### src/rtl/bpfu_pkg.sv
package bpfu_pkg;

	localparam int COUNT_BITS = 48;
	localparam int WEIGHT_W   = 20;
	localparam int TRIALS_W   = 24;
	localparam int MEAN_W     = 17;
	localparam int PROD_W     = WEIGHT_W + TRIALS_W;
	localparam int FRAC_SHIFT = 6;
	localparam int INC_W      = PROD_W - FRAC_SHIFT;
	localparam int SUM_W      = ((COUNT_BITS > INC_W) ? COUNT_BITS : INC_W) + 1;
	localparam int DEN_W      = COUNT_BITS + 1;
	localparam bit WIDE_DEN   = (COUNT_BITS >= 64);
	localparam int DIV_STEPS  = MEAN_W;
	localparam int STEP_CNT_W = $clog2(DIV_STEPS);

	localparam logic [COUNT_BITS-1:0] COUNT_MAX   = {COUNT_BITS{1'b1}};
	localparam logic [COUNT_BITS-1:0] COUNT_RESET = COUNT_BITS'(65536);
	localparam logic [TRIALS_W-1:0]   TRIALS_RESET = TRIALS_W'(6554);

	localparam int S_TDATA_W = 64;
	localparam int M_TDATA_W = 40;
	localparam int M_TUSER_W = 2;
	localparam int PADDR_W   = 3;
	localparam logic [PADDR_W-1:0] ADDR_TRIALS = 3'd0;

	typedef enum logic [2:0] {
		ST_IDLE,
		ST_MUL,
		ST_ACC,
		ST_DINIT,
		ST_DIV,
		ST_DONE
	} state_t;

	typedef struct packed {
		logic mul;
		logic acc;
		logic div_init;
		logic div_step;
		logic div_first;
	} lane_ctrl_t;

	typedef struct packed {
		logic [MEAN_W-1:0] mean;
		logic              sat;
	} lane_res_t;

endpackage

### src/rtl/bpfu_lane.sv
module bpfu_lane (
	input  logic                          clk,
	input  logic                          arst_n,
	input  bpfu_pkg::lane_ctrl_t          ctrl,
	input  logic [bpfu_pkg::WEIGHT_W-1:0] total,
	input  logic [bpfu_pkg::WEIGHT_W-1:0] part,
	input  logic [bpfu_pkg::TRIALS_W-1:0] trials,
	output bpfu_pkg::lane_res_t           res
);

	logic [bpfu_pkg::COUNT_BITS-1:0] alpha_q, beta_q;
	logic [bpfu_pkg::PROD_W-1:0]     prod_a_s1, prod_b_s1;
	logic [bpfu_pkg::DEN_W-1:0]      den_q, rem_q;
	logic [bpfu_pkg::MEAN_W-1:0]     quo_q;
	logic                            dz_q;

	logic [bpfu_pkg::WEIGHT_W-1:0] part_c;
	logic [bpfu_pkg::SUM_W-1:0]    sum_a, sum_b;
	logic [bpfu_pkg::COUNT_BITS-1:0] alpha_n, beta_n;
	logic [bpfu_pkg::DEN_W-1:0]    den_full, den_half, den_n, rem_n;
	logic                          den_wide;
	logic [bpfu_pkg::DEN_W:0]      cmp_val, den_x;
	logic                          take;

	always_comb begin
		part_c = (part > total) ? total : part;

		sum_a = bpfu_pkg::SUM_W'(alpha_q) + bpfu_pkg::SUM_W'(prod_a_s1[bpfu_pkg::PROD_W-1:
			bpfu_pkg::FRAC_SHIFT]);
		sum_b = bpfu_pkg::SUM_W'(beta_q) + bpfu_pkg::SUM_W'(prod_b_s1[bpfu_pkg::PROD_W-1:
			bpfu_pkg::FRAC_SHIFT]);
		alpha_n = (sum_a > bpfu_pkg::SUM_W'(bpfu_pkg::COUNT_MAX)) ? bpfu_pkg::COUNT_MAX :
			sum_a[bpfu_pkg::COUNT_BITS-1:0];
		beta_n = (sum_b > bpfu_pkg::SUM_W'(bpfu_pkg::COUNT_MAX)) ? bpfu_pkg::COUNT_MAX :
			sum_b[bpfu_pkg::COUNT_BITS-1:0];

		den_full = bpfu_pkg::DEN_W'(alpha_q) + bpfu_pkg::DEN_W'(beta_q);
		den_half = bpfu_pkg::DEN_W'(alpha_q >> 1) + bpfu_pkg::DEN_W'(beta_q >> 1);
		den_wide = bpfu_pkg::WIDE_DEN && den_full[bpfu_pkg::COUNT_BITS];
		den_n    = den_wide ? den_half : den_full;
		rem_n    = den_wide ? bpfu_pkg::DEN_W'(alpha_q >> 1) : bpfu_pkg::DEN_W'(alpha_q);

		cmp_val = ctrl.div_first ? {1'b0, rem_q} : {rem_q, 1'b0};
		den_x   = {1'b0, den_q};
		take    = (cmp_val >= den_x);
	end

	always_ff @(posedge clk or negedge arst_n) begin
		if (!arst_n) begin
			alpha_q <= bpfu_pkg::COUNT_RESET;
			beta_q  <= bpfu_pkg::COUNT_RESET;
		end else if (ctrl.acc) begin
			alpha_q <= alpha_n;
			beta_q  <= beta_n;
		end
	end

	always_ff @(posedge clk) begin
		if (ctrl.mul) begin
			prod_a_s1 <= bpfu_pkg::PROD_W'(part_c) * bpfu_pkg::PROD_W'(trials);
			prod_b_s1 <= bpfu_pkg::PROD_W'(total - part_c) * bpfu_pkg::PROD_W'(trials);
		end
		if (ctrl.div_init) begin
			den_q <= den_n;
			rem_q <= rem_n;
			dz_q  <= (den_n == '0);
			quo_q <= '0;
		end else if (ctrl.div_step) begin
			if (take) begin
				rem_q <= bpfu_pkg::DEN_W'(cmp_val - den_x);
			end else begin
				rem_q <= cmp_val[bpfu_pkg::DEN_W-1:0];
			end
			quo_q <= {quo_q[bpfu_pkg::MEAN_W-2:0], take};
		end
	end

	assign res.mean = dz_q ? '0 : quo_q;
	assign res.sat  = (alpha_q == bpfu_pkg::COUNT_MAX) || (beta_q == bpfu_pkg::COUNT_MAX);

endmodule

### config.mk
export PLATFORM = sky130hd
export DESIGN_NAME = bpfu_lane
export DESIGN_NICKNAME = d
export VERILOG_FILES = /design/src/rtl/bpfu_pkg.sv /design/src/rtl/bpfu_lane.sv
export SDC_FILE = /design/constraint.sdc
export NUM_CORES = 2
export LEC_CHECK = 0
export ABC_AREA = 1
export BUFFER_PORTS_ARGS = -buffer_cell sky130_fd_sc_hd__buf_4
export CAP_MARGIN = 20
export CORE_ASPECT_RATIO = 0.7
export CORE_MARGIN = 1.5
export CORE_UTILIZATION = 50
export DETAILED_ROUTE_END_ITERATION = 8
export HOLD_SLACK_MARGIN = 0.1
export MAX_ROUTING_LAYER = met4
export PLACE_DENSITY = 0.68
export SLEW_MARGIN = 20
export SYNTH_ARGS = -nofsm -noshare
export SYNTH_HDL_FRONTEND = slang
export SYNTH_SLANG_ARGS = --single-unit
### constraint.sdc
create_clock -name clk -period 3 [get_ports clk]
set_input_delay 0.75 -clock clk [delete_from_list [all_inputs] [get_ports clk]]
set_output_delay 0.75 -clock clk [all_outputs]
set_load 0.01 [all_outputs]
==> Yosys cells after proc, flatten, opt, wreduce, memory -nomap -nowiden <==
Index checks and enable logic that the tools add are counted.
{ "totals": {"memories": 0, "latch_bits": 0, "mem_bits_ro": 0, "mem_bits_rw": 0, "word_cells": 33, "output_inout_bits": 18, "inputBits": 71, "reg_bits": 300} }
{ "op_classes": {"n_bitwise": 0, "eq_ne": 2, "order_cmp": 4, "shift": 0, "n_reduce_logical": 3, "n_div": 0, "mul": 2, "muxes": 8, "add_sub_neg": 5} }
{ "op_table": {"columns": ["cell", "count"], "rows": [
  ["$mux 48", 4],
  ["$add 48x38->49", 2],
  ["$gt 49x48->1 const B", 2],
  ["$eq 48x48->1 const B", 2],
  ["$ge 50x49->1", 1],
  ["$mux 50", 1],
  ["$add 48x48->49", 1],
  ["$logic_not 49->1", 1],
  ["$mux 49", 1],
  ["$sub 49x49->49", 1],
  ["$mul 20x24->44", 1],
  ["$mul 21x25->44", 1],
  ["$sub 20x20->21", 1],
  ["$gt 20x20->1", 1],
  ["$mux 20", 1],
  ["$mux 17", 1],
  ["$reduce_bool 2->1", 1],
  ["$logic_or 1x1->1", 1]
]} }

==> Logic depth before layout (Yosys ltp) <==
{ "depth": {"depth_word": 5, "depth_mapped": 57, "mapped_depth_nobuf": 53} }

==> Worst setup path after synthesis <==
No wires, ideal clock.
{ "synth_timing": {"path_type": "in2reg", "start": "input total[19] in the netlist's numbering", "end": "register prod_b_s1[37] in the netlist's numbering, data pin", "path_buffers": 4, "setup_ps": 258, "path_stages": 48, "t_required_ps": 2742, "arrival_time_ps": 9522, "slack_ps": -6780, "cell_sequence": "inv_1 > ha_1 > nand2_1 > nor2_2 > nand2_1 > nor2_1 > nand4_1 > nand2_2 > buf_6 > inv_2 > buf_6 > or2_2 > o21ai_2 > buf_2 > ha_1 > a21oi_1 > o21ai_1 > nand2_1 > [... 12 more ...] > inv_1 > fa_1 > fa_1 > fa_1 > fa_1 > inv_1 > fa_1 > inv_1 > ha_1 > a21oi_1 > inv_1 > a31oi_1 > o21ai_0 > or2_2 > a21oi_1 > o21ai_0 > a31oi_1 > xnor2_1"} }
{ "synth_via": {"elab_chain_cells": 4} }
{ "synth_lines": {"columns": ["item", "line", "text"], "rows": [
  ["from (decl)", "bpfu_lane.sv:5", "input logic [bpfu_pkg::WEIGHT_W-1:0] total,"],
  ["$gt 20x20->1", "bpfu_lane.sv:26", "part_c = (part > total) ? total : part;"],
  ["$mux 20", "bpfu_lane.sv:26", null],
  ["$sub 20x20->21 (*)", "bpfu_lane.sv:61", "prod_b_s1 <= bpfu_pkg::PROD_W'(total - part_c) * bpfu_pkg::PROD_W'(trials);"],
  ["$mul 21x25->44 (*)", "bpfu_lane.sv:61", null],
  ["to (signal assigned)", "bpfu_lane.sv:61", null],
  ["to (decl)", "bpfu_lane.sv:12", "logic [bpfu_pkg::PROD_W-1:0] prod_a_s1, prod_b_s1;"]
]} }
Mark *: on every way between the ends. The rest lies on a longest branch, timed or not.
A chain may end at the register's enable or synchronous reset.

==> Worst setup path in the final report <==
{ "layout_timing": {"start": "input total[5] in the netlist's numbering", "end": "register prod_b_s1[37] in the netlist's numbering, data pin"} }
Same word-level chain as after synthesis.

==> out/qor.csv <==
stage,metric,value,unit
drt,routed length per instance,21.3,um
cts,CTS buffer count,31,
setup_path,"Req. time, crit path",3390,ps
cells_and_area,fin nets,10143,
drt,DRT antenna net count,0,
synth,Unique masters post-synth,71,
cells_and_area,area delta synth->final,31.1,%
placement,HPWL Detailed,186000,um
cells_and_area,"commonest non-fill, non-tap cell in the layout",inv_1,
synth,share of synthesized registers carrying an async set or reset,33.3,%
drt,DR iter-0 viols,5345,
setup_path,crit path max fanout,7,
cts,CTS tree,built,
drt,routed vias,55991,
placement,Buffers on Ports,88,
timing,Final setup viols,155,
grt,vias in the first global route,55042,
floorplanning,Initial Util,50.5,%
synth,"EDFF count, synth",174,
grt,Total GRT Usage,38.0,%
floorplanning,FP Rows,103,
timing,Final WS setup,-6230,ps
run,max-cap violation count,0,
timing,Max Clk Rate,0.108,GHz
cts,Num Clock Sinks,288,
timing,fin crit period,9230,ps
grt,first-pass GRT wire length,324000,um
floorplanning,Ports,89,
floorplanning,Chip Height,285,um
synth,sequential area share after synthesis,14.0,%
setup_path,Critical Path End Type,flip-flop,
cells_and_area,most frequent cells in the layout,"inv_1 (1454), buf_4 (1417), nand2_1 (1348)",
drt,Post-Route WL,219000,um
setup_path,cell mode on critical path,fa_1,
cts,H-tree Lvls,1,
timing,Max transition margin,52.7,%
status,violated checks,setup timing,
synth,flip-flop and latch count after synthesis,288,
timing,Fin. Hold Viols,0,
drt,DRC Markers,0,
setup_path,CP max-delay cell,fa_2,
grt,number of antenna violations at the first check in global routing,13,
cts,Root Driver,clkbuf_16,
grt,largest net degree at the start of global routing,103,
drt,DR pass1 iterations,6,
setup_path,largest stage delay on the critical path,670,ps
floorplanning,CORE AREA,113000,um2
timing,RSZ-0062 raised after global routing,true,
cells_and_area,layout cells sized above 1,26.2,%
grt,gr ovfl total,0,
setup_path,Setup CP Type,primary input to flip-flop,
timing,Tcrit/Tclk final,308,%
timing,final worst clock skew,45.6,ps
status,status,"complete, but fails checks",
drt,number of vias per cell,5.44,
timing,worst-margin pin slew,702,ps
placement,global placer's final weighted congestion,1.07,
floorplanning,Die Footprint,116000,um2
synth,Ys Warns,0,
setup_path,CP arrival,9620,ps
cts,CTS max path bufs,3,
worst_hold_path,HP Class,flip-flop to flip-flop,
setup_path,CP Launch Type,primary input,
cts,clock latency on the worst-skew pair,640,ps
synth,Post-Syn Area per Cell,7.73,um2
floorplanning,Die X,406,um
cts,"Clk pin slew, worst setup/hold paths",70,ps
timing,fin. max-slew vios,0,
synth,Post-Syn Area,56900,um2
synth,syn_nets,8772,
setup_path,Worst R2R Setup Slack,-520,ps
synth,Cells after Synth,7359,
synth,top_reg_cell synth,edfxtp_1,
cells_and_area,Final Core Density,66.1,%
## registers in the layout, summed over array words and instances, names as in the netlist
name,flops
alpha_q,48
beta_q,48
den_q,49
dz_q,1
prod_a_s1,38
prod_b_s1,38
quo_q,17
rem_q,49
## path summary, 6_finish.rpt
| check | startpoint | endpoint | cells past startpoint |
|---|---|---|---|
| setup reg to reg | rem_q[40] | rem_q[13] | 16 |
| max in group asynchronous | arst_n | beta_q[16] | 3 |
| hold reg to reg | quo_q[15] | quo_q[16] | 2 |
| min in group asynchronous | arst_n | alpha_q[36] | 2 |
| setup / recovery | total[5] | prod_b_s1[37] | 46 |
| hold / removal | quo_q[15] | quo_q[16] | 2 |
## cell usage after synthesis, types with 4 or more instances
master,instances,area share (%)
inv_1,1532,10
nand2_1,1422,9.4
fa_1,811,29
nor2_1,790,5.2
ha_1,531,12
a21oi_1,467,4.1
o21ai_0,282,2.5
edfxtp_1,174,9.2
clkbuf_1,172,1.1
nand3_1,136,1.2
xor2_1,135,2.1
dfrtp_1,94,4.1
xnor2_1,92,1.4
a31oi_1,91,1.0
or2_2,78,0.86
nand4_1,53,0.58
o21a_1,53,0.70
nor3_1,42,0.37
nor4_1,37,0.41
a21o_1,30,0.40
buf_2,28,0.25
a21oi_2,27,0.42
o211ai_1,22,0.29
o21ai_2,21,0.32
o21ai_1,19,0.17
dfxtp_1,18,0.63
buf_6,15,0.30
o22ai_1,15,0.16
o21bai_1,14,0.18
nor2_2,13,0.14
nand2_2,11,0.12
inv_2,10,0.066
mux2i_1,10,0.18
buf_4,9,0.12
o221ai_1,8,0.12
a22oi_2,7,0.15
a31o_2,7,0.11
clkinv_1,7,0.046
a21boi_0,6,0.079
a22oi_1,5,0.066
and3_1,5,0.055
buf_1,5,0.033
a211oi_1,4,0.053
a21boi_1,4,0.053
## cell families (layout without fill, tap and decap cells)
logic type	count (synthesis)	after routing	synth area share [%]
AOI/OAI and AO/OA	1112	1112	11.5
xor gates and xnor gates	229	229	3.57
adders and majority gates	1342	1342	40.2
buffers and inverters	1779	3175	12.1
DFF	288	288	14.0
muxes	10	10	0.176
other	0	9	0
and+or+nand+nor	2599	2599	18.5
## cell type report
type                    count  area (um2)
multi-input cells        5292       44700
clock inverters            19         156
repair inverters            2        12.5
well taps                1522        1900
clock buffers              39         910
flip-flops and latches    288        8000
diodes                      9        22.5
fillers                  9563       38200
inverters                1550        5870
repair buffers           1565       13000
## per-layer routing
layer  global-route usage [%]  vias up  part of all wire [%]
li1                         -    25672                     -
met3                     13.8      385                    13
met4                     9.92        0                   3.0
met2                     50.7     2830                    40
met5                        -        -                     0
met1                     53.9    27104                    44
## per-stage QoR
stage | cells | hold WS [ps] | TNS [ps] | setup WS, ps | cell area (um2)
6_report | 10286 | 468 | -415930 | -6230 | 74600
5_1_grt | 10286 | 461 | -454560 | -6490 | 74600
4_1_cts | 10231 | 427 | -403860 | -5950 | 72900
3_5_place_dp | 10137 | 460 | -511050 | -7080 | 70200
3_3_place_gp | 10137 | 457 | -498670 | -6860 | 70200
2_1_floorplan | 7359 | 441 | -404360 | -6360 | 57500
## worst max-delay path, delay by kind of cell
family	cells	cell delay, ps
XOR/XNOR	2	300
adder cells (fa/ha/maj)	10	4380
AO/OA/AOI/OAI	12	1610
buffers and inverters	11	1030
AND/OR/NAND/NOR	11	1520
## what timing repair did
| action | 4_1_cts | 5_1_grt |
|---|---|---|
| hold endpoints to repair | 27 | 0 |
| hold buffers | 1 | 0 |
| resized for setup | 313 | 336 |
| endpoints found under the setup margin | 200 | 231 |
| pin swaps | 99 | 127 |
| cloned | 2 | 3 |
| setup buffers | 33 | 48 |
Power is left out: the tool's default activity adds up to more than one toggle a clock period on the data nets, which glitch-free logic cannot reach.
