`src/rtl/bpfu_pkg.sv`:
```
package bpfu_pkg;

	localparam int COUNT_BITS = 48;
	localparam int WEIGHT_W   = 20;
	localparam int TRIALS_W   = 24;
	localparam int MEAN_W     = 17;
	localparam int PROD_W     = WEIGHT_W + TRIALS_W;
	localparam int FRAC_SHIFT = 6;
	localparam int INC_W      = PROD_W - FRAC_SHIFT;
	localparam int SUM_W      = ((COUNT_BITS > INC_W) ? COUNT_BITS : INC_W) + 1;
	localparam int DEN_W      = COUNT_BITS + 1;
	localparam bit WIDE_DEN   = (COUNT_BITS >= 64);
	localparam int DIV_STEPS  = MEAN_W;
	localparam int STEP_CNT_W = $clog2(DIV_STEPS);

	localparam logic [COUNT_BITS-1:0] COUNT_MAX   = {COUNT_BITS{1'b1}};
	localparam logic [COUNT_BITS-1:0] COUNT_RESET = COUNT_BITS'(65536);
	localparam logic [TRIALS_W-1:0]   TRIALS_RESET = TRIALS_W'(6554);

	localparam int S_TDATA_W = 64;
	localparam int M_TDATA_W = 40;
	localparam int M_TUSER_W = 2;
	localparam int PADDR_W   = 3;
	localparam logic [PADDR_W-1:0] ADDR_TRIALS = 3'd0;

	typedef enum logic [2:0] {
		ST_IDLE,
		ST_MUL,
		ST_ACC,
		ST_DINIT,
		ST_DIV,
		ST_DONE
	} state_t;

	typedef struct packed {
		logic mul;
		logic acc;
		logic div_init;
		logic div_step;
		logic div_first;
	} lane_ctrl_t;

	typedef struct packed {
		logic [MEAN_W-1:0] mean;
		logic              sat;
	} lane_res_t;

endpackage

```
`src/rtl/bpfu_merge.sv`:
```
module bpfu_merge (
	input  logic                             clk,
	input  logic                             arst_n,
	input  logic                             load,
	input  bpfu_pkg::lane_res_t              rec_res,
	input  bpfu_pkg::lane_res_t              comp_res,
	input  logic                             skipped,
	input  logic                             m_tready,
	output logic                             m_tvalid,
	output logic [bpfu_pkg::M_TDATA_W-1:0]   m_tdata,
	output logic [bpfu_pkg::M_TUSER_W-1:0]   m_tuser,
	output logic                             free
);

	logic                           valid_q;
	logic [bpfu_pkg::M_TDATA_W-1:0] data_q;
	logic [bpfu_pkg::M_TUSER_W-1:0] user_q;

	assign free = !valid_q || m_tready;

	always_ff @(posedge clk or negedge arst_n) begin
		if (!arst_n) begin
			valid_q <= 1'b0;
		end else if (load) begin
			valid_q <= 1'b1;
		end else if (m_tready) begin
			valid_q <= 1'b0;
		end
	end

	always_ff @(posedge clk) begin
		if (load) begin
			data_q <= bpfu_pkg::M_TDATA_W'({comp_res.mean, rec_res.mean});
			user_q <= {rec_res.sat | comp_res.sat, skipped};
		end
	end

	assign m_tvalid = valid_q;
	assign m_tdata  = data_q;
	assign m_tuser  = user_q;

endmodule

```
`config.mk`:
```
export PLATFORM = sky130hd
export DESIGN_NAME = bpfu_merge
export DESIGN_NICKNAME = d
export VERILOG_FILES = /design/src/rtl/bpfu_pkg.sv /design/src/rtl/bpfu_merge.sv
export SDC_FILE = /design/constraint.sdc
export NUM_CORES = 1
export LEC_CHECK = 0
export BUFFER_PORTS_ARGS = -buffer_cell sky130_fd_sc_hd__buf_2
export CAP_MARGIN = 20
export CORE_AREA = 2 2 54 61
export DETAILED_ROUTE_END_ITERATION = 12
export DIE_AREA = 0 0 56 63
export GPL_TIMING_DRIVEN = 0
export PLACE_DENSITY = 0.8
export REMOVE_ABC_BUFFERS = 1
export SLEW_MARGIN = 20
export SYNTH_ARGS = -nofsm -noshare
export SYNTH_HDL_FRONTEND = slang
export SYNTH_SLANG_ARGS = --single-unit
```
`constraint.sdc`:
```
create_clock -name clk -period 1.1 [get_ports clk]
set_input_delay 0.11 -clock clk [delete_from_list [all_inputs] [get_ports clk]]
set_output_delay 0.11 -clock clk [all_outputs]
set_load 0.01 [all_outputs]
```
==> After elaboration in Yosys (flattened, before gate mapping) <==
Cells that the tools add are included.
{ "op_classes": {"bitwise": 1, "mux": 2, "reduce_logical": 3} }
{ "op_table": {"columns": ["op", "n"], "rows": [
  ["2-to-1 mux 1 bit", 2],
  ["nonzero test 2 bit", 1],
  ["zero test 1 bit", 1],
  ["logical OR 1 bit", 1],
  ["bitwise OR 1 bit", 1]
]} }
{ "totals": {"word_cells": 9, "ff_bits": 37, "in_bits": 41} }

==> Logic depth before layout (Yosys ltp) <==
Gate-level depths: netlist of the first run.
{ "depth": {"depth_word": 2, "mapped_depth": 2, "depth_no_buf": 2} }

==> Worst setup path before layout of the first run <==
OpenSTA, ideal clock, no wires.
{ "synth_path": {"path_type": "register to register", "from": "register, netlist name m_tvalid", "to": "register valid_q, in the netlist m_tvalid", "t_required_ps": 979, "arrival_time_ps": 564, "stages_incl_launch_ff": 3, "period_less_slack_ps": 685, "path_slack_ps": 415, "cell_sequence": "dfrtp_1 -> nand2b_4 -> nand2b_1"} }
{ "synth_rtl": {"columns": ["element", "line_no", "rtl"], "rows": [
  ["end signal: assignment", "bpfu_merge.sv:23", "valid_q <= 1'b0;"],
  ["end signal: assignment", "bpfu_merge.sv:25", "valid_q <= 1'b1;"],
  ["end signal: assignment", "bpfu_merge.sv:27", "valid_q <= 1'b0;"],
  ["end: declaration", "bpfu_merge.sv:15", "logic valid_q;"]
]} }

==> Final worst setup path of the first run <==
{ "layout_path": {"from": "register valid_q, in the netlist m_tvalid", "to": "output port free"} }
{ "layout_via": {"elab_chain_cells": 2} }
{ "layout_rtl": {"columns": ["element", "line_no", "rtl"], "rows": [
  ["zero test 1 bit", "bpfu_merge.sv:19", "assign free = !valid_q || m_tready;"],
  ["logical OR 1 bit", "bpfu_merge.sv:19", null],
  ["end: declaration", "bpfu_merge.sv:12", "output logic free"]
]} }
Every way passes these cells.

==> results of run 1 <==
==> synthesized netlist by cell type, drive strengths merged <==
cell type,n
buf,6
conb,1
dfrtp,1
edfxtp,36
nand2b,2
or2,1
==> logic make-up after synthesis <==
| group | Yosys count |
|---|---|
| buffers and inverters | 6 |
| other | 1 |
| flip-flops | 37 |
| AND/OR/NAND/NOR | 3 |
==> routing by layer <==
metal  wire, um  GRT usage [%]  part of all wire, %
met5          0              0                    0
met4         38           5.36                  1.5
met3        263           7.66                   10
met2       1450           27.9                   56
met1        833           14.3                   32
==> layout make-up <==
type | instances | area [sq um] | share of cell area (%)
Sequential cell | 37 | 1110 | 54.9
Timing Repair Buffer | 114 | 757 | 37.6
Tap cell | 34 | 42.5 | 2.11
Multi-Input combinational cell | 9 | 48.8 | 2.42
Clock buffer | 8 | 58.8 | 2.92
==> final timing paths <==
path	endpoint	depth (start not counted)
hold / removal	m_tuser[1]	2
setup reg to reg	m_tvalid	2
setup / recovery	free	2
min in group asynchronous	m_tvalid	2
hold reg to reg	m_tvalid	2
max in group asynchronous	m_tvalid	2
==> state kept, by name, summed over array words and instances, names as in the netlist <==
register and count:
m_tdata 34, m_tuser 2, m_tvalid 1
==> per-stage QoR <==
| step | cell area (sq um) | setup WS [ps] |
|---|---|---|
| floorplan | 1150 | 415 |
| global placement | 1590 | 22.7 |
| detailed placement | 1590 | -28.2 |
| CTS | 2010 | 34.0 |
| global route | 2010 | 5.77 |
| finish | 2010 | 71.6 |
==> worst reg2reg max path: stages, from the launching register on <==
cell and delay [ps]:
dfrtp_1 410, nand2b_4 80, nand2b_1 50
==> power breakdown <==
part,internal (W),switching (W),leakage (nW)
Sequential,0.00167,0.0000255,0.363
Combinational,0.000211,0.000169,0.491
Clock,0.000315,0.000401,0.0326
==> repair_timing <==
action,4_1_cts,5_1_grt
endpoints found under the hold margin,36,0
gates resized for setup,0,1
hold buffers,36,0
buffers inserted,0,0
endpoints found under the setup margin,0,1
==> results.py, run 1 <==
metrics = {
    "logic_synthesis": {
        "yosysTopAreaCell": "edfxtp_1",
        "synth_cell_types": 7,
        "netlist_area_sq_mm": 0.00118,
        "ys_ff_latch": 37,
        "synthCells": 47,
        "yosysSeqAreaShare_pct": 93.6,
        "muxShareOfSynthArea_pct": 0,
        "synth_fa_ha_area_share_pct": 0,
        "synthSimpleGateAreaFrac_pct": 2.22,
        "synth.area.top_cells": "edfxtp_1 92%, buf_4 3.8%, dfrtp_1 2.1%",
        "syn_avg_cell_area_sq_um": 25.1,
        "yosys.area_share.xor_xnor_pct": 0,
        "synth_compound_area_share_pct": 0,
        "synth_top_cell_area_share_pct": 91.5,
        "synth_top_family_by_area": "buffers and inverters",
        "yosysWarnings": 0,
    },
    "floorplanning": {
        "core-area_sq_mm": 0.00294,
        "rows": 21,
        "io_pins": 85,
        "die_h_um": 63,
        "initial_utilization_pct": 40.1,
        "die_w_um": 56,
        "dieArea_sq_mm": 0.00353,
    },
    "timing": {
        "relSlewSlack_pct": 47.6,
        "period_share_pct": 93.5,
        "setup_tns_ps": 0,
        "fmax_mhz": 972,
        "rsz0062_at_grt": "false",
        "fin_skew_ps": 0,
        "finalSetupViolCount": 0,
        "post-route-min-period_ps": 1030,
        "finalHoldViolations": 0,
        "maxSlewViolCount": 0,
        "tightest_slew_ps": 786,
        "whs_ps": 24.1,
    },
    "worst_setup_path": {
        "critPathMaxStageDelay_ps": 410,
        "cp_top_family": "flip-flops",
        "crit_type": "reg2out",
        "cp.arrival_ps": 920,
        "endpoint_kind": "output port",
        "cp_slowest_cell": "dfrtp_1",
        "critPathMaxFanout": 2,
        "startpoint_type": "register",
        "critical_path_required_ps": 990,
        "rrSetupSlack_ps": 450,
        "critPathLaunch": "m_tvalid",
        "r2r_start": "m_tvalid",
        "critPathBufInv": 1,
        "crit_chain": "nand2b_4 > buf_6",
    },
    "cells_and_area": {
        "drive_gt1_share_pct": 50.6,
        "antenna_cells": 0,
        "nFillCells": 207,
        "layout_common_cells": "77 x buf_2, 36 x dlygate4sd3_1, 36 x edfxtp_1, 6 x conb_1, 5 x clkbuf_4",
        "area_delta_synth_final_pct": 70.4,
        "layout_commonest_cell": "buf_2",
        "final_util_pct": 68.4,
        "fin_cells": 202,
        "nets": 208,
    },
    "cts": {
        "cts.sink_count": 37,
        "cts_tree": "built",
        "clk_pin_slew_ps": 100,
        "cts.path.max_buffers": 2,
        "cts_buffers": 5,
        "clk_latency_ps": 320,
        "htreeDepth": 2,
        "ctsRootBufferMaster": "clkbuf_4",
    },
    "detailed_routing": {
        "firstDrtPassIters": 3,
        "drt_iter0_drc": 18,
        "drc_errors": 0,
        "drtAntennaViolNets": 0,
        "drt_wl_total_um": 2590,
        "avgViaCountPerCell": 4.16,
        "post_drt_wl_per_cell_um": 12.8,
        "vias": 841,
    },
    "power_and_ir_drop": {
        "p_leak_nw": 0.887,
        "p_total_w": 0.00279,
        "ir_drop_mv": 1.02,
        "p_per_area_mw_per_mm2": 1390,
    },
    "global_route": {
        "grt_pass1_vias": 869,
        "overflow": 0,
        "grt_max_degree": 38,
        "grt_pass1_wl_um": 3810,
        "antenna_found_initial": 0,
        "track_usage_pct": 15.2,
    },
    "hold_path": {
        "hold_class": "in2reg",
        "min_from": "rec_res[0]",
    },
    "placed_design": {
        "numPortBuffers": 78,
        "dpl.cell_count": 158,
        "gp_congestion": 0.648,
    },
    "run_status": {
        "status": "finished, final reports clean",
    },
    "flow_run": {
        "maxCapViolCount": 0,
    },
}
Power figures use the tool's default switching activity.
==> run 2: changes to the inputs <==
CTS_BUF_LIST = sky130_fd_sc_hd__clkbuf_4 sky130_fd_sc_hd__clkbuf_8 sky130_fd_sc_hd__clkbuf_16   (was unset)
==> results.py, run 2 (same netlist as run 1, synthesis figures left out) <==
metrics = {
    "run_status": {
        "status": "finished, final reports clean",
    },
    "worst_setup_path": {
        "r2r-end": "m_tvalid",
        "critPathMaxStageDelay_ps": 410,
        "critPathMaxFanout": 2,
        "cp_top_family": "flip-flops",
        "crit_chain": "nand2b_4 > buf_6",
        "r2r_start": "m_tvalid",
        "reg2reg_depth": 2,
        "critPathBufInv": 1,
        "crit_type": "reg2out",
        "endpoint_kind": "output port",
        "critical_path_required_ps": 990,
        "cp.arrival_ps": 920,
        "cp_slowest_cell": "dfrtp_1",
        "rrSetupSlack_ps": 450,
        "startpoint_type": "register",
    },
    "floorplanning": {
        "die_h_um": 63,
        "rows": 21,
        "initial_utilization_pct": 40.1,
        "io_pins": 85,
        "dieArea_sq_mm": 0.00353,
        "core-area_sq_mm": 0.00294,
        "die_w_um": 56,
    },
    "cts": {
        "cts.path.max_buffers": 2,
        "htreeDepth": 2,
        "cts_buffers": 5,
        "cts_tree": "built",
        "cts.sink_count": 37,
        "ctsRootBufferMaster": "clkbuf_4",
        "clk_latency_ps": 320,
        "cts_setup_buffers": 0,
        "clk_pin_slew_ps": 100,
    },
    "cells_and_area": {
        "largest_register_ffs": 34,
        "regArea_sq_mm": 0.00111,
        "nets": 208,
        "multi_input_area_sq_um": 48.8,
        "area_delta_synth_final_pct": 71.1,
        "layout_common_cells": "77 x buf_2, 36 x dlygate4sd3_1, 36 x edfxtp_1, 7 x clkbuf_4, 6 x conb_1",
        "fin_cells": 202,
        "drive_gt1_share_pct": 51.8,
        "antenna_cells": 0,
        "nFillCells": 204,
        "final_util_pct": 68.7,
        "layout_commonest_cell": "buf_2",
    },
    "power_and_ir_drop": {
        "p_per_area_mw_per_mm2": 1400,
        "p_leak_nw": 0.894,
        "ir_drop_mv": 1.02,
    },
    "timing": {
        "post-route-min-period_ps": 1030,
        "period_share_pct": 93.5,
        "maxSlewViolCount": 0,
        "finalSetupViolCount": 0,
        "tightest_slew_ps": 778,
        "relSlewSlack_pct": 48.1,
        "fin_skew_ps": 0,
        "rsz0062_at_grt": "false",
        "finalHoldViolations": 0,
        "fmax_mhz": 973,
        "finalWorstSetupSlack_ps": 71.9,
    },
    "global_route": {
        "antenna_found_initial": 0,
        "overflow": 0,
        "grt_pass1_wl_um": 3790,
        "grt_max_degree": 38,
        "grt_pass1_vias": 867,
        "track_usage_pct": 15.1,
    },
    "detailed_routing": {
        "avgViaCountPerCell": 4.14,
        "drt_wl_total_um": 2580,
        "post_drt_wl_per_cell_um": 12.8,
        "drc_errors": 0,
        "drt_iter0_drc": 20,
        "drtAntennaViolNets": 0,
        "firstDrtPassIters": 4,
        "vias": 836,
    },
    "placed_design": {
        "numPortBuffers": 78,
        "place_ws_ps": -28.2,
        "dpl.cell_count": 158,
        "gp_congestion": 0.648,
    },
    "flow_run": {
        "maxCapViolCount": 0,
    },
    "hold_path": {
        "worstHoldPathCells": 2,
        "min_from": "rec_res[0]",
        "min_delay_worst_endpoint": "m_tuser[1]",
        "hold_class": "in2reg",
    },
}
## run 2: cell types whose count changed in the layout (fill, tap and decap cells not counted)
cell	change
clkbuf_4	+2
clkbuf_1	-2
## run 2: per-layer routing
metal	GRT usage [%]	wire length, um	share of wire, %
met1	13.8	837	32
met2	27.8	1450	56
met3	7.66	258	10
met4	5.36	38	1.5
met5	0	0	0
## run 2: how the worst max path moves through the flow
stage / to / slack [ps] / cells past startpoint / start
after detailed placement: m_tdata[14] / -30 / 1 / load
after CTS: free / 30 / 2 / m_tvalid
after floorplan: m_tvalid / 410 / 2 / m_tvalid
final: free / 70 / 2 / m_tvalid
after global routing: free / 6 / 2 / m_tvalid
after global placement: m_tdata[8] / 20 / 1 / load
## run 2: worst register-to-register path, cell delays in order (launching register included)
cell and delay, ps:
dfrtp_1 410, nand2b_4 80, nand2b_1 50
## run 2: timing repair
item / CTS / global route
gates resized for setup: 0 / 1
hold buffers: 36 / 0
endpoints found under the hold margin: 36 / 0
endpoints found under the setup margin: 0 / 1
## run 2: through the flow
stage,hold slack (ps),cell area (sq um),total power [W],setup TNS [ps]
floorplan,-186,1150,0.00181,0
global placement,-114,1590,0.00199,0
detailed placement,-114,1590,0.00201,-990
CTS,4.62,2010,0.00287,0
global route,8.19,2020,0.00299,0
finish,23.5,2020,0.00284,0
## run 2: power breakdown
group / switching (W) / internal (W) / leakage (nW)
logic: 0.000169 / 0.000211 / 0.491
clock network: 0.000402 / 0.000365 / 0.0394
registers: 0.0000251 / 0.00167 / 0.363
## run 2: layout make-up
| type | count | area share [%] |
|---|---|---|
| flip-flops and latches | 37 | 54.7 |
| well taps | 34 | 2.11 |
| multi-input cells | 9 | 2.41 |
| clock buffers | 8 | 3.28 |
| repair buffers | 114 | 37.5 |
==> run 3: changes to the inputs <==
CELL_PAD_IN_SITES_DETAIL_PLACEMENT = 1   (was unset)
CELL_PAD_IN_SITES_GLOBAL_PLACEMENT = 1   (was unset)
CORE_AREA = 2 2 61 68   (was 2 2 54 61)
DIE_AREA = 0 0 63 70   (was 0 0 56 63)
PLACE_DENSITY = unset   (was 0.8)
PLACE_DENSITY_LB_ADDON = 0.1   (was unset)
==> results.py, run 3 (same netlist as run 1, synthesis figures left out) <==
metrics = {
    "run_status": {
        "status": "finished, final reports clean",
    },
    "floorplanning": {
        "io_pins": 85,
        "die_h_um": 70,
        "core-area_sq_mm": 0.00381,
        "die_w_um": 63,
        "dieArea_sq_mm": 0.00441,
        "initial_utilization_pct": 31.0,
        "rows": 24,
    },
    "cts": {
        "clk_latency_ps": 280,
        "cts.sink_count": 37,
        "htreeDepth": 2,
        "clk_pin_slew_ps": 70,
        "cts_resized": 0,
        "cts_tree": "built",
        "cts_buffers": 5,
        "cts.path.max_buffers": 2,
        "ctsRootBufferMaster": "clkbuf_8",
    },
    "worst_setup_path": {
        "critPathMaxFanout": 2,
        "startpoint_type": "register",
        "cp_slowest_cell": "dfrtp_1",
        "cp_top_family": "flip-flops",
        "critPathBufInv": 1,
        "endpoint_kind": "output port",
        "critPathMaxStageDelay_ps": 410,
        "critical_path_required_ps": 990,
        "crit_type": "reg2out",
        "cp.arrival_ps": 910,
        "crit_chain": "nand2b_4 > buf_2",
    },
    "detailed_routing": {
        "drt_wl_total_um": 2800,
        "firstDrtPassIters": 3,
        "drt_iter0_drc": 14,
        "avgViaCountPerCell": 3.86,
        "drtAntennaViolNets": 0,
        "vias": 842,
        "drc_errors": 0,
        "post_drt_wl_per_cell_um": 12.8,
    },
    "global_route": {
        "grt_max_degree": 38,
        "track_usage_pct": 13.1,
        "antenna_found_initial": 0,
        "grt_pass1_vias": 895,
        "grt_pass1_wl_um": 4290,
        "overflow": 0,
    },
    "cells_and_area": {
        "area_delta_synth_final_pct": 73.7,
        "fin_cells": 218,
        "final_util_pct": 53.8,
        "antenna_cells": 0,
        "nets": 206,
        "layout_commonest_cell": "buf_2",
        "final_area_sq_mm": 0.00205,
        "nFillCells": 404,
        "layout_common_cells": "78 x buf_2, 36 x edfxtp_1, 34 x dlygate4sd3_1, 7 x clkbuf_8, 6 x conb_1",
        "drive_gt1_share_pct": 52.4,
        "largest_register_ffs": 34,
    },
    "power_and_ir_drop": {
        "comb_power_share_pct": 12.2,
        "swShare_pct": 20.8,
        "seq_power_share_pct": 55.1,
        "pwr-share-clk_pct": 32.8,
        "ir_drop_mv": 0.764,
        "p_int_w": 0.00244,
        "p_leak_nw": 0.898,
        "p_total_w": 0.00308,
        "p_per_area_mw_per_mm2": 1500,
        "power.switching_w": 0.000640,
    },
    "placed_design": {
        "numPortBuffers": 78,
        "place_hpwl_um": 1750,
        "dpl.cell_count": 176,
        "placed_area_sq_mm": 0.00161,
        "gp_congestion": 0.669,
    },
    "timing": {
        "maxSlewViolCount": 0,
        "fmax_mhz": 977,
        "finalSetupViolCount": 0,
        "period_share_pct": 93.0,
        "post-route-min-period_ps": 1020,
        "whs_ps": 8.64,
        "relSlewSlack_pct": 46.2,
        "fin_skew_ps": 0,
        "tightest_slew_ps": 807,
        "rsz0062_at_grt": "false",
        "finalHoldViolations": 0,
    },
    "flow_run": {
        "maxCapViolCount": 0,
    },
    "hold_path": {
        "hold_class": "in2reg",
    },
}
==> run 3: cell count changes in the layout (fill, tap and decap cells not counted), sizes merged <==
cell / before / now
clkinv: 0 / 1
dlygate4sd3: 36 / 34
clkbuf: 8 / 7
==> run 3: metal layers <==
| metal | GRT usage [%] | up-vias | wire length (um) |
|---|---|---|---|
| li1 | - | 399 | - |
| met2 | 24.2 | 53 | 1550 |
| met3 | 5.48 | 4 | 226 |
| met4 | 5.19 | 0 | 33 |
| met5 | 0 | - | 0 |
| met1 | 12.8 | 386 | 991 |
==> run 3: worst register-to-register path: stages (launching register included) <==
cell	delay, ps
dfrtp_1	410
nand2b_4	80
nand2b_1	50
==> run 3: final cells by class <==
cell class | count | area (sq um) | share of cell area [%]
clock inverter | 1 | 5.00 | 0.244
clock buffer | 7 | 96.3 | 4.70
sequential | 37 | 1110 | 53.9
timing repair buffer | 112 | 731 | 35.6
multi-input combinational | 9 | 48.8 | 2.38
tap | 52 | 65.1 | 3.17
==> run 3: power groups by stage <==
stage               registers (W)  clock network (W)  logic [W]
finish                    0.00169            0.00101   0.000374
global route              0.00171            0.00109   0.000403
CTS                       0.00170            0.00105   0.000371
detailed placement        0.00173                  0   0.000283
global placement          0.00172                  0   0.000275
floorplan                 0.00179                  0  0.0000174
==> run 3: what timing repair did <==
item                                   in CTS  in global routing
buffers inserted                            0                  0
hold buffers                               32                  2
endpoints found under the hold margin      32                  2
==> run 3: final timing paths <==
path / start / to / slack (ps) / cells past startpoint
min in group asynchronous: arst_n / m_tvalid / 150 / 2
worst max register to register: m_tvalid / m_tvalid / 440 / 2
max in group asynchronous: arst_n / m_tvalid / 860 / 2
worst min register to register: m_tvalid / m_tvalid / 560 / 2
worst max-delay path: m_tvalid / free / 80 / 2
worst min-delay path: comp_res[10] / m_tdata[26] / 9 / 1
==> run 3: per-stage QoR <==
step / setup slack, ps / setup TNS (ps)
2_1_floorplan: 415 / 0
6_report: 76.5 / 0
3_5_place_dp: -42.5 / -1490
5_1_grt: 30.0 / 0
3_3_place_gp: -7.73 / -234
4_1_cts: 91.8 / 0
